--- config.mk ---
export PLATFORM = sky130hd
export DESIGN_NAME = lfsr_uniform_normal_rng
export DESIGN_NICKNAME = d
export VERILOG_FILES = /design/src/rtl/lurng_pkg.sv /design/src/rtl/lurng_lfsr.sv /design/src/rtl/lurng_seq.sv /design/src/rtl/lfsr_uniform_normal_rng.sv
export SDC_FILE = /design/constraint.sdc
export NUM_CORES = 1
export LEC_CHECK = 0
export BUFFER_PORTS_ARGS = -buffer_cell sky130_fd_sc_hd__buf_2
export CAP_MARGIN = 20
export CORE_UTILIZATION = 50
export DETAILED_ROUTE_END_ITERATION = 16
export PLACE_DENSITY = 0.75
export RECOVER_POWER = 100
export SETUP_SLACK_MARGIN = 0.15
export SYNTH_ARGS = -nofsm -noshare
export SYNTH_HDL_FRONTEND = slang
export SYNTH_SLANG_ARGS = --single-unit
--- constraint.sdc ---
create_clock -name clk -period 7.7 [get_ports clk]
set_clock_uncertainty 0.15 [all_clocks]
set_input_delay 0.77 -clock clk [delete_from_list [all_inputs] [get_ports clk]]
set_output_delay 0.77 -clock clk [all_outputs]
set_load 0.02 [all_outputs]
--- src/rtl/lurng_pkg.sv ---
`timescale 1ns / 1ps
// ----------------------------------------------------------------------------
// lurng_pkg: shared types and constants for the LFSR random source
// Holds the feedback polynomial, field widths, operation codes, sequencer
// states and the command and result bundles passed between modules.
// ----------------------------------------------------------------------------
package lurng_pkg;

    localparam int LFSR_W  = 32;
    localparam int VAL_W   = 8;
    localparam int CNT_W   = 5;
    localparam int NIB_W   = 4;
    localparam int MODE_W  = 2;
    localparam int BCNT_W  = 4;

    localparam logic [LFSR_W-1:0] LFSR_POLY   = 32'hA3AC183C;
    localparam logic [LFSR_W-1:0] LFSR_RESET  = 32'h0000_0001;
    localparam logic [VAL_W-1:0]  NORM_START  = 8'h80;

    // Remaining-step counts, stored as count minus one
    localparam logic [CNT_W-1:0]  SUM_STEPS_M1  = 5'd15;
    localparam logic [CNT_W-1:0]  NIB_STEPS_M1  = 5'd3;
    localparam logic [CNT_W-1:0]  SEED_STEPS_M1 = 5'd31;

    typedef enum logic [MODE_W-1:0] {
        MODE_UNIFORM = 2'd0,
        MODE_NORMAL  = 2'd1,
        MODE_RESEED  = 2'd2,
        MODE_NONE    = 2'd3
    } mode_t;

    typedef enum logic [2:0] {
        ST_IDLE,
        ST_UNIF,
        ST_NSUM,
        ST_NIB_A,
        ST_NIB_B,
        ST_SEED_INC,
        ST_SEED_FIX,
        ST_FINISH
    } seq_state_t;

    typedef struct packed {
        logic load;
        logic step;
        logic inc;
        logic fix;
    } lfsr_cmd_t;

    typedef struct packed {
        logic [LFSR_W-1:0]       new_seed;
        logic signed [VAL_W-1:0] normal_value;
        logic [VAL_W-1:0]        uniform_value;
    } result_t;

endpackage

--- src/rtl/lurng_lfsr.sv ---
`timescale 1ns / 1ps
// ----------------------------------------------------------------------------
// lurng_lfsr: 32-bit Galois LFSR with bit-serial seed increment
// Steps once per cycle on command, loads a seed, and increments the loaded
// seed one bit per cycle as the register rotates, carrying through a flop.
// ----------------------------------------------------------------------------
module lurng_lfsr
    import lurng_pkg::*;
(
    input  logic              clk,
    input  logic              rst_n,
    input  lfsr_cmd_t         cmd,
    input  logic [LFSR_W-1:0] seed_in,
    output logic              new_bit,
    output logic [LFSR_W-1:0] value
);

    logic [LFSR_W-1:0] state_reg, state_next;
    logic              carry_reg, carry_next;
    logic [LFSR_W-1:0] stepped;

    // One Galois step: shift right, fold in the polynomial on a one out
    assign stepped = (state_reg >> 1) ^ ({LFSR_W{state_reg[0]}} & LFSR_POLY);
    assign new_bit = stepped[0];
    assign value   = state_reg;

    // Select the next register contents
    always_comb
    begin
        state_next = state_reg;
        carry_next = carry_reg;
        priority if (cmd.load)
        begin
            state_next = seed_in;
            carry_next = 1'b1;
        end
        else if (cmd.step)
        begin
            state_next = stepped;
        end
        else if (cmd.inc)
        begin
            // add the carry to the low bit and rotate it to the top
            state_next = {state_reg[0] ^ carry_reg, state_reg[LFSR_W-1:1]};
            carry_next = state_reg[0] & carry_reg;
        end
        else if (cmd.fix)
        begin
            // a carry out of the top means the seed wrapped to zero: skip it
            if (carry_reg)
            begin
                state_next = LFSR_RESET;
            end
        end
        else
        begin
            // hold the register when no command is active
            state_next = state_reg;
        end
    end

    always_ff @(posedge clk or negedge rst_n)
    begin
        if (!rst_n)
        begin
            state_reg <= LFSR_RESET;
            carry_reg <= 1'b0;
        end
        else
        begin
            state_reg <= state_next;
            carry_reg <= carry_next;
        end
    end

endmodule

--- src/rtl/lurng_seq.sv ---
`timescale 1ns / 1ps
// ----------------------------------------------------------------------------
// lurng_seq: draw sequencer and bit-serial result assembly
// Walks one item through its LFSR steps, shifting each drawn bit into the
// uniform word, the normal sum or a 4-bit nibble (or incrementing the seed), then hands off a result.
// ----------------------------------------------------------------------------
module lurng_seq
    import lurng_pkg::*;
(
    input  logic              clk,
    input  logic              rst_n,
    input  logic              start,
    input  mode_t             mode,
    input  logic [BCNT_W-1:0] bit_count,
    input  logic              out_free,
    input  logic              new_bit,
    input  logic [LFSR_W-1:0] lfsr_value,
    output logic              idle,
    output logic              done,
    output lfsr_cmd_t         cmd,
    output result_t           result
);

    seq_state_t        state_reg, state_next;
    mode_t             mode_reg;
    logic [CNT_W-1:0]  cnt_reg, cnt_next;
    logic [VAL_W-1:0]  draw_reg, draw_next;
    logic [NIB_W-1:0]  a_reg, a_next;
    logic [VAL_W-1:0]  sum_reg, sum_next;
    logic              last;
    logic [VAL_W-1:0]  draw_shift;
    logic [VAL_W-1:0]  norm_sum;

    assign last       = (cnt_reg == '0);
    assign draw_shift = {draw_reg[VAL_W-2:0], new_bit};

    // Next state
    always_comb
    begin
        state_next = state_reg;
        unique case (state_reg)
            ST_IDLE:
            begin
                if (start)
                begin
                    unique case (mode)
                        MODE_UNIFORM:
                            state_next = (bit_count == '0) ? ST_FINISH : ST_UNIF;
                        MODE_NORMAL:  state_next = ST_NSUM;
                        MODE_RESEED:  state_next = ST_SEED_INC;
                        MODE_NONE:    state_next = ST_FINISH;
                    endcase
                end
            end
            ST_UNIF:     if (last) state_next = ST_FINISH;
            ST_NSUM:     if (last) state_next = ST_NIB_A;
            ST_NIB_A:    if (last) state_next = ST_NIB_B;
            ST_NIB_B:    if (last) state_next = ST_FINISH;
            ST_SEED_INC: if (last) state_next = ST_SEED_FIX;
            ST_SEED_FIX: state_next = ST_FINISH;
            ST_FINISH:   if (out_free) state_next = ST_IDLE;
            default:     state_next = ST_IDLE;
        endcase
    end

    // Outputs and LFSR commands
    always_comb
    begin
        idle     = (state_reg == ST_IDLE);
        done     = (state_reg == ST_FINISH) && out_free;
        cmd.load = (state_reg == ST_IDLE) && start && (mode == MODE_RESEED);
        cmd.step = (state_reg == ST_UNIF) || (state_reg == ST_NSUM) ||
                   (state_reg == ST_NIB_A) || (state_reg == ST_NIB_B);
        cmd.inc  = (state_reg == ST_SEED_INC);
        cmd.fix  = (state_reg == ST_SEED_FIX);
    end

    // Datapath: counter, uniform/nibble shift register, normal sum
    always_comb
    begin
        cnt_next  = cnt_reg;
        draw_next = draw_reg;
        a_next    = a_reg;
        sum_next  = sum_reg;
        unique case (state_reg)
            ST_IDLE:
            begin
                draw_next = '0;
                sum_next  = NORM_START;
                if (mode == MODE_NORMAL)
                    cnt_next = SUM_STEPS_M1;
                else if (mode == MODE_RESEED)
                    cnt_next = SEED_STEPS_M1;
                else
                    cnt_next = CNT_W'(bit_count - BCNT_W'(1));
            end
            ST_UNIF:
            begin
                draw_next = draw_shift;
                cnt_next  = cnt_reg - CNT_W'(1);
            end
            ST_NSUM:
            begin
                // add 16 per set bit: only the upper nibble moves
                sum_next = {sum_reg[VAL_W-1:NIB_W] + NIB_W'(new_bit),
                            sum_reg[NIB_W-1:0]};
                cnt_next = last ? NIB_STEPS_M1 : cnt_reg - CNT_W'(1);
            end
            ST_NIB_A:
            begin
                draw_next = last ? '0 : draw_shift;
                a_next    = last ? draw_shift[NIB_W-1:0] : a_reg;
                cnt_next  = last ? NIB_STEPS_M1 : cnt_reg - CNT_W'(1);
            end
            ST_NIB_B:
            begin
                draw_next = draw_shift;
                cnt_next  = cnt_reg - CNT_W'(1);
            end
            ST_SEED_INC:
            begin
                cnt_next = cnt_reg - CNT_W'(1);
            end
            ST_SEED_FIX,
            ST_FINISH:
            begin
                cnt_next = cnt_reg;
            end
            default:
            begin
                cnt_next = cnt_reg;
            end
        endcase
    end

    // Combine sum and nibbles; wraps modulo 256
    assign norm_sum = sum_reg + VAL_W'(a_reg) - VAL_W'(draw_reg[NIB_W-1:0]);

    // Result fields; unused fields read zero
    always_comb
    begin
        result.uniform_value = (mode_reg == MODE_UNIFORM) ? draw_reg : '0;
        result.normal_value  = (mode_reg == MODE_NORMAL) ? norm_sum : '0;
        result.new_seed      = (mode_reg == MODE_RESEED) ? lfsr_value : '0;
    end

    always_ff @(posedge clk or negedge rst_n)
    begin
        if (!rst_n)
        begin
            state_reg <= ST_IDLE;
            mode_reg  <= MODE_NONE;
            cnt_reg   <= '0;
        end
        else
        begin
            state_reg <= state_next;
            cnt_reg   <= cnt_next;
            if ((state_reg == ST_IDLE) && start)
            begin
                mode_reg <= mode;
            end
        end
    end

    // Payload registers
    always_ff @(posedge clk)
    begin
        draw_reg <= draw_next;
        a_reg    <= a_next;
        sum_reg  <= sum_next;
    end

endmodule

--- src/rtl/lfsr_uniform_normal_rng.sv ---
`timescale 1ns / 1ps
// ----------------------------------------------------------------------------
// lfsr_uniform_normal_rng: LFSR-based uniform and approximate normal source
// Uniform and normal words are drawn from the LFSR, one step per cycle; reseed
// increments the loaded seed bit-serially, and an unused mode draws nothing.
// A new word is taken only once the sequencer is back to idle after the last
// one, while a finished result may still wait in the output register.
// Reset clears the handshake and loads the LFSR with 1.
// ----------------------------------------------------------------------------
module lfsr_uniform_normal_rng
    import lurng_pkg::*;
(
    input  logic        clk,
    input  logic        rst_n,
    input  logic        s_tvalid,
    output logic        s_tready,
    input  logic [39:0] s_tdata,   // [3:0] bit_count, [35:4] seed_in, [39:36] zero
    input  logic [1:0]  s_tuser,   // [1:0] mode
    output logic        m_tvalid,
    input  logic        m_tready,
    output logic [47:0] m_tdata    // [7:0] uniform_value, [15:8] normal_value,
                                   // [47:16] new_seed
);

    logic              idle;
    logic              start;
    logic              done;
    logic              out_free;
    logic              new_bit;
    logic [LFSR_W-1:0] lfsr_value;
    lfsr_cmd_t         cmd;
    result_t           result;
    logic              m_valid_reg, m_valid_next;
    logic [47:0]       m_data_reg;

    assign s_tready = idle;
    assign start    = s_tvalid && idle;
    assign out_free = !m_valid_reg || m_tready;

    lurng_lfsr u_lfsr (
        .clk     (clk),
        .rst_n   (rst_n),
        .cmd     (cmd),
        .seed_in (s_tdata[35:4]),
        .new_bit (new_bit),
        .value   (lfsr_value)
    );

    lurng_seq u_seq (
        .clk        (clk),
        .rst_n      (rst_n),
        .start      (start),
        .mode       (mode_t'(s_tuser)),
        .bit_count  (s_tdata[3:0]),
        .out_free   (out_free),
        .new_bit    (new_bit),
        .lfsr_value (lfsr_value),
        .idle       (idle),
        .done       (done),
        .cmd        (cmd),
        .result     (result)
    );

    // Output word register: load on done, drop on handoff
    always_comb
    begin
        m_valid_next = m_valid_reg;
        priority if (done)
            m_valid_next = 1'b1;
        else if (m_tready)
            m_valid_next = 1'b0;
        else
            m_valid_next = m_valid_reg;
    end

    always_ff @(posedge clk or negedge rst_n)
    begin
        if (!rst_n)
        begin
            m_valid_reg <= 1'b0;
        end
        else
        begin
            m_valid_reg <= m_valid_next;
        end
    end

    always_ff @(posedge clk)
    begin
        if (done)
        begin
            m_data_reg <= {result.new_seed, result.normal_value, result.uniform_value};
        end
    end

    assign m_tvalid = m_valid_reg;
    assign m_tdata  = m_data_reg;

endmodule
Word level (Yosys, flattened, before mapping)
Cells that the tools add are included.

Logic and storage cells: 96. Flip-flop bits (word level): 112. Output and inout bits: 50. Input bits: 46.

Add/sub/neg operators: 5. Reduce and logical (&&, ||, !) cells: 29. Muxes and demuxes: 26. Bitwise logic cells: 4. Equal/unequal tests: 19.

Operators by type and width (count): $mux 32 (5); $xor 31x32->32 (1); $pmux 8 s3 (1); $mux 3 (7); $pmux 3 s7 (1); $pmux 8 s2 (1); $mux 5 (3); $pmux 5 s3 (1); $ne 2x1->1 const B (7); $eq 3x3->1 const B (4); $pmux 3 s4 (1); $add 8x4->8 (1); $mux 8 (1); $reduce_and 2->1 (4); $reduce_bool 4->1 (2); $sub 8x4->8 (1); $eq 2x2->1 const B (3); $eq 3x2->1 const B (2); $reduce_and 6->1 (1); $reduce_bool 2->1 (3); $reduce_or 2->1 (3); $logic_not 5->1 (1); $mux 1 (5); $sub 4x1->5 const B (1); 15 further kinds (23).

Depth between registers and ports, before layout
Depth after elaboration: 6. Mapped depth: 10. Depth with buffers taken out: 8.

Modules after synthesis
From an unflattened synthesis, not the netlist that was laid out.

Cells, all modules: 447. Area, all modules: 5282.6 um^2.

Modules (own cells, without submodules): lurng_seq (cells each 223, times used 1, area an instance 1981.9 um^2, seq. area each 733.2 um^2); lurng_lfsr (cells each 172, times used 1, area an instance 1805.5 um^2, seq. area each 827.0 um^2); lfsr_uniform_normal_rng (cells each 52, times used 1, area an instance 1495.2 um^2, seq. area each 1466.4 um^2).

Worst setup path before layout
Ideal clock, no wire load.

Path kind: in2reg. Start point: input m_tready. End point: register m_data_reg[0] (netlist: m_tdata[0]), enable pin. Path buffers: 0. Slack: 4.003 ns. Stages: 2. Required time: 7.089 ns. Setup time: 0.461 ns. Data arrival time: 3.087 ns. Cell sequence: nand2b_1 -> nor2b_1.

Cells in the longest elaborated chain, start to end: 2.

Ends and longest elaborated chain: start: declaration (RTL line lfsr_uniform_normal_rng.sv:20) `input logic m_tready,`; $logic_or 1x1->1 (RTL line lfsr_uniform_normal_rng.sv:38) `assign out_free = !m_valid_reg || m_tready;`; $logic_and 1x1->1 (RTL line lurng_seq.sv:70) `done = (state_reg == ST_FINISH) && out_free;`; named net done (RTL line lfsr_uniform_normal_rng.sv:27) `logic done;`; end signal: assignment (RTL line lfsr_uniform_normal_rng.sv:92) `m_data_reg <= {result.new_seed, result.normal_value, result.uniform_value};`; end: declaration (RTL line lfsr_uniform_normal_rng.sv:34) `logic [47:0] m_data_reg;`.

The timed path passes the listed nets, and every way through them passes these cells. A chain may end at the register's enable or synchronous reset.

Worst setup path in the final report
Start point: register u_seq.state_reg[1]. End point: register u_lfsr.state_reg[1] (netlist: u_lfsr.value[1]).

Cells in the longest elaborated chain, start to end: 6. Elaborated cells between the ends (all ways): 19. Classes of those cells: eq/ne (6); mux (3); reduce/logical (10).

Ends and longest elaborated chain: start: declaration (RTL line lurng_seq.sv:24) `seq_state_t state_reg, state_next;`; start signal: assignment (RTL line lurng_seq.sv:157) `state_reg <= state_next;`; $eq 3x1->1, or another cell as far along (RTL line lurng_seq.sv:72) `cmd.step = (state_reg == ST_UNIF) || (state_reg == ST_NSUM) ||`; $logic_or 1x1->1 / $logic_and 1x1->1 (equally long branches) (RTL line lurng_seq.sv:72, lfsr_uniform_normal_rng.sv:37); $logic_or 1x1->1 / $logic_and 1x1->1 (equally long branches) (RTL line lurng_seq.sv:72, lurng_seq.sv:71); $logic_or 1x1->1 / $logic_and 1x1->1 (equally long branches) (RTL line lurng_seq.sv:73, lurng_seq.sv:71); $reduce_bool 4->1 (no source line) / $mux 32 (equally long branches); $reduce_and 2->1 (no source line) / $mux 32 (equally long branches); end signal: assignment (RTL line lurng_lfsr.sv:71) `state_reg <= state_next;`; end: declaration (RTL line lurng_lfsr.sv:18) `logic [LFSR_W-1:0] state_reg, state_next;`.

Parallel ways exist; a longest one is shown, timed or not.

==> flow_summary.ini <==
[worst_setup_path]
path_max_fanout = 34
path_cells = or3_1, clkinvlp_2, and3_1, clkbuf_1, a21oi_1, clkbuf_1, a222oi_1, inv_1
timing.critical_path.buf_inv = 4
required_ns = 7.79
cp-end-kind = register
slowest_stage = clkbuf_1
path_common_cell = clkbuf_1
regToRegEndpoint = u_lfsr.value[1]$_DFFE_PN0P_
cp_data_arrival_time_ns = 4.55
crit_path_max_incr_delay_ns = 1.16
reg2regPathDepth = 8
path_delay_family = buffers and inverters
start_kind = register
reg2reg_slack_ns = 3.24
reg2reg_from = u_seq.state_reg[1]$_DFFE_PN0P_
critical_path.startpoint = u_seq.state_reg[1]$_DFFE_PN0P_
critical_path_class = reg2reg

[drt]
wl_per_cell_um = 15.3
ant_nets = 0
routed_wl_mm = 9.55
avgViaCountPerCell = 5.51
drc = 0
drt_iter0_markers = 278
drt-pass1-iter-count = 7
vias = 3438

[cells_and_area]
final_cell_mix = 64 x edfxtp_1, 58 x clkbuf_1, 41 x dfrtp_1, 40 x buf_2, 37 x nor2_1
drive_above_1_share_pct = 12.5
nNetsFinal = 547
multi_input_area_sq_um = 1600
largest_reg_flops = 48
postLayoutCoreUtil_pct = 59.3
fillCellCount = 819
final_common_cell = edfxtp_1
area_growth_pct = 13.7
seq_area_sq_um = 3030
antennaDiodeCount = 0
final_cells = 624

[grt]
grt_use_met1_pct = 27.1
grtUsageMet3_pct = 3.40
grt_usage_pct = 19.7
antenna_found_initial = 0
grt_start_max_net_pins = 50
grt_pass1_vias = 3281
grt_util_met2_pct = 31.2
grt_pass1_wl_mm = 15.3
overflow = 0
busiest_layer = met2

[timing]
setup_viol = 0
rsz0062_at_grt = no
hold_viol = 0
fin_crit_sh_pct = 57.9
fmaxAchievable_mhz = 224
slew_violations = 116
slew_headroom_pct = -83.0
tns_ns = 0
max_slew.worst_pin.slew_ns = 2.75
fin_crit_ns = 4.46
setup_ws_ns = 3.24

[placement]
dp_hpwl_mm = 6.38
io_buffer_count = 91
pre_cts_slack_ns = 4.81
place_inst = 607
finalWeightedCongestion = 0.829

[clocking]
cts_resized = 0
clk_path_buf_depth = 2
tritoncts = built
clk_pin_slew_ns = 0.11
clk_latency_ns = 0.36
clock_sinks = 108
numCtsBuffers = 9
clk_root_buffer_cell = clkbuf_8
htree_num_levels = 3
cts_setup_buffers = 0
hold_buffers = 0

[synthesis]
synth_area_sq_um = 4860
synth_edf_count = 64
ys.warnings.count = 0
yosys_register_bits = 108
ys.flop_type = edfxtp_1
syn_nets = 460
async_flop_share_pct = 40.7
postSynthCellCount = 403
synth_cell_types = 46
yosysSeqAreaShare_pct = 62.2
avgSynthCellArea_sq_um = 12.1

[power]
irDropWorstVdd_uv = 182
cellPowerDensity_nw_per_um2 = 421
p_leak_nw = 2.25
power_mw = 2.33

[die]
die_y_um = 101
die_area_sq_um = 10100
initial_utilization_pct = 52.2
core_area_sq_um = 9330
die_w_um = 101
rows = 35
pin_count = 96

[status]
violations = max-capacitance violations, max-slew violations
status = complete, but fails checks

[run]
drv_cap = 3

[hold_path]
hp-class = in2async
==> layer usage <==
layer | vias to the layer above | wire, um
li1 | 1644 | -
met5 | - | 0
met4 | 0 | 217
met3 | 20 | 560
met2 | 134 | 4510
met1 | 1640 | 4270
==> through the flow <==
| stage | hold slack (ns) | area, sq um |
|---|---|---|
| 2_1_floorplan | 0.276 | 4860 |
| 3_3_place_gp | 0.286 | 5410 |
| 3_5_place_dp | 0.303 | 5410 |
| 4_1_cts | 0.322 | 5620 |
| 5_1_grt | 0.332 | 5530 |
| 6_report | 0.307 | 5530 |
==> power breakdown <==
group	internal [mW]	leakage [nW]	switching (mW)
clock	0.143	0.101	0.201
combinational	0.344	1.02	0.547
sequential	0.912	1.12	0.182
==> worst max-delay path by stage <==
stage,end,cells after the start
floorplan,m_tdata[0]$_SDFFCE_PP0P_,2
global placement,u_lfsr.value[1]$_DFFE_PN0P_,8
detailed placement,u_lfsr.value[1]$_DFFE_PN0P_,8
CTS,u_lfsr.value[1]$_DFFE_PN0P_,8
global route,u_lfsr.value[1]$_DFFE_PN0P_,8
finish,u_lfsr.value[1]$_DFFE_PN0P_,8
==> synthesized netlist by cell type, types with 4 or more instances <==
cell type  count  share of area, %
a222oi_1      17               3.5
buf_6          4              0.93
inv_1         31               2.4
nand2_1       15               1.2
nor2b_1       13               1.7
dfrtp_1       41                21
o21ai_0       14               1.4
buf_2          4              0.41
a21oi_1       19               2.0
and2_1        38               4.9
clkbuf_1      13               1.0
ha_1          10               2.6
and3_1         6              0.77
nand3_1        4              0.41
edfxtp_1      64                40
nand2b_1       4              0.51
nor2_1        37               2.9
xnor2_1        5              0.90
nor3_1         9              0.93
a221o_1       14               2.9
==> area by class of cell <==
class / count / area share (%)
Timing Repair Buffer: 98 / 7.56
Inverter: 32 / 2.19
Multi-Input combinational cell: 241 / 28.9
Tap cell: 129 / 2.92
Sequential cell: 108 / 54.7
Clock buffer: 10 / 2.69
Clock inverter: 6 / 0.995
==> cell families after synthesis <==
family                   synth area share [%]
multiplexers                             1.08
AND/OR/NAND/NOR                          14.4
buffers and inverters                    4.99
AO/OA/AOI/OAI                            12.9
flip-flops                               62.2
XOR/XNOR                                 1.44
adder cells (fa/ha/maj)                  2.98
(Power assumes the default switching activity.)
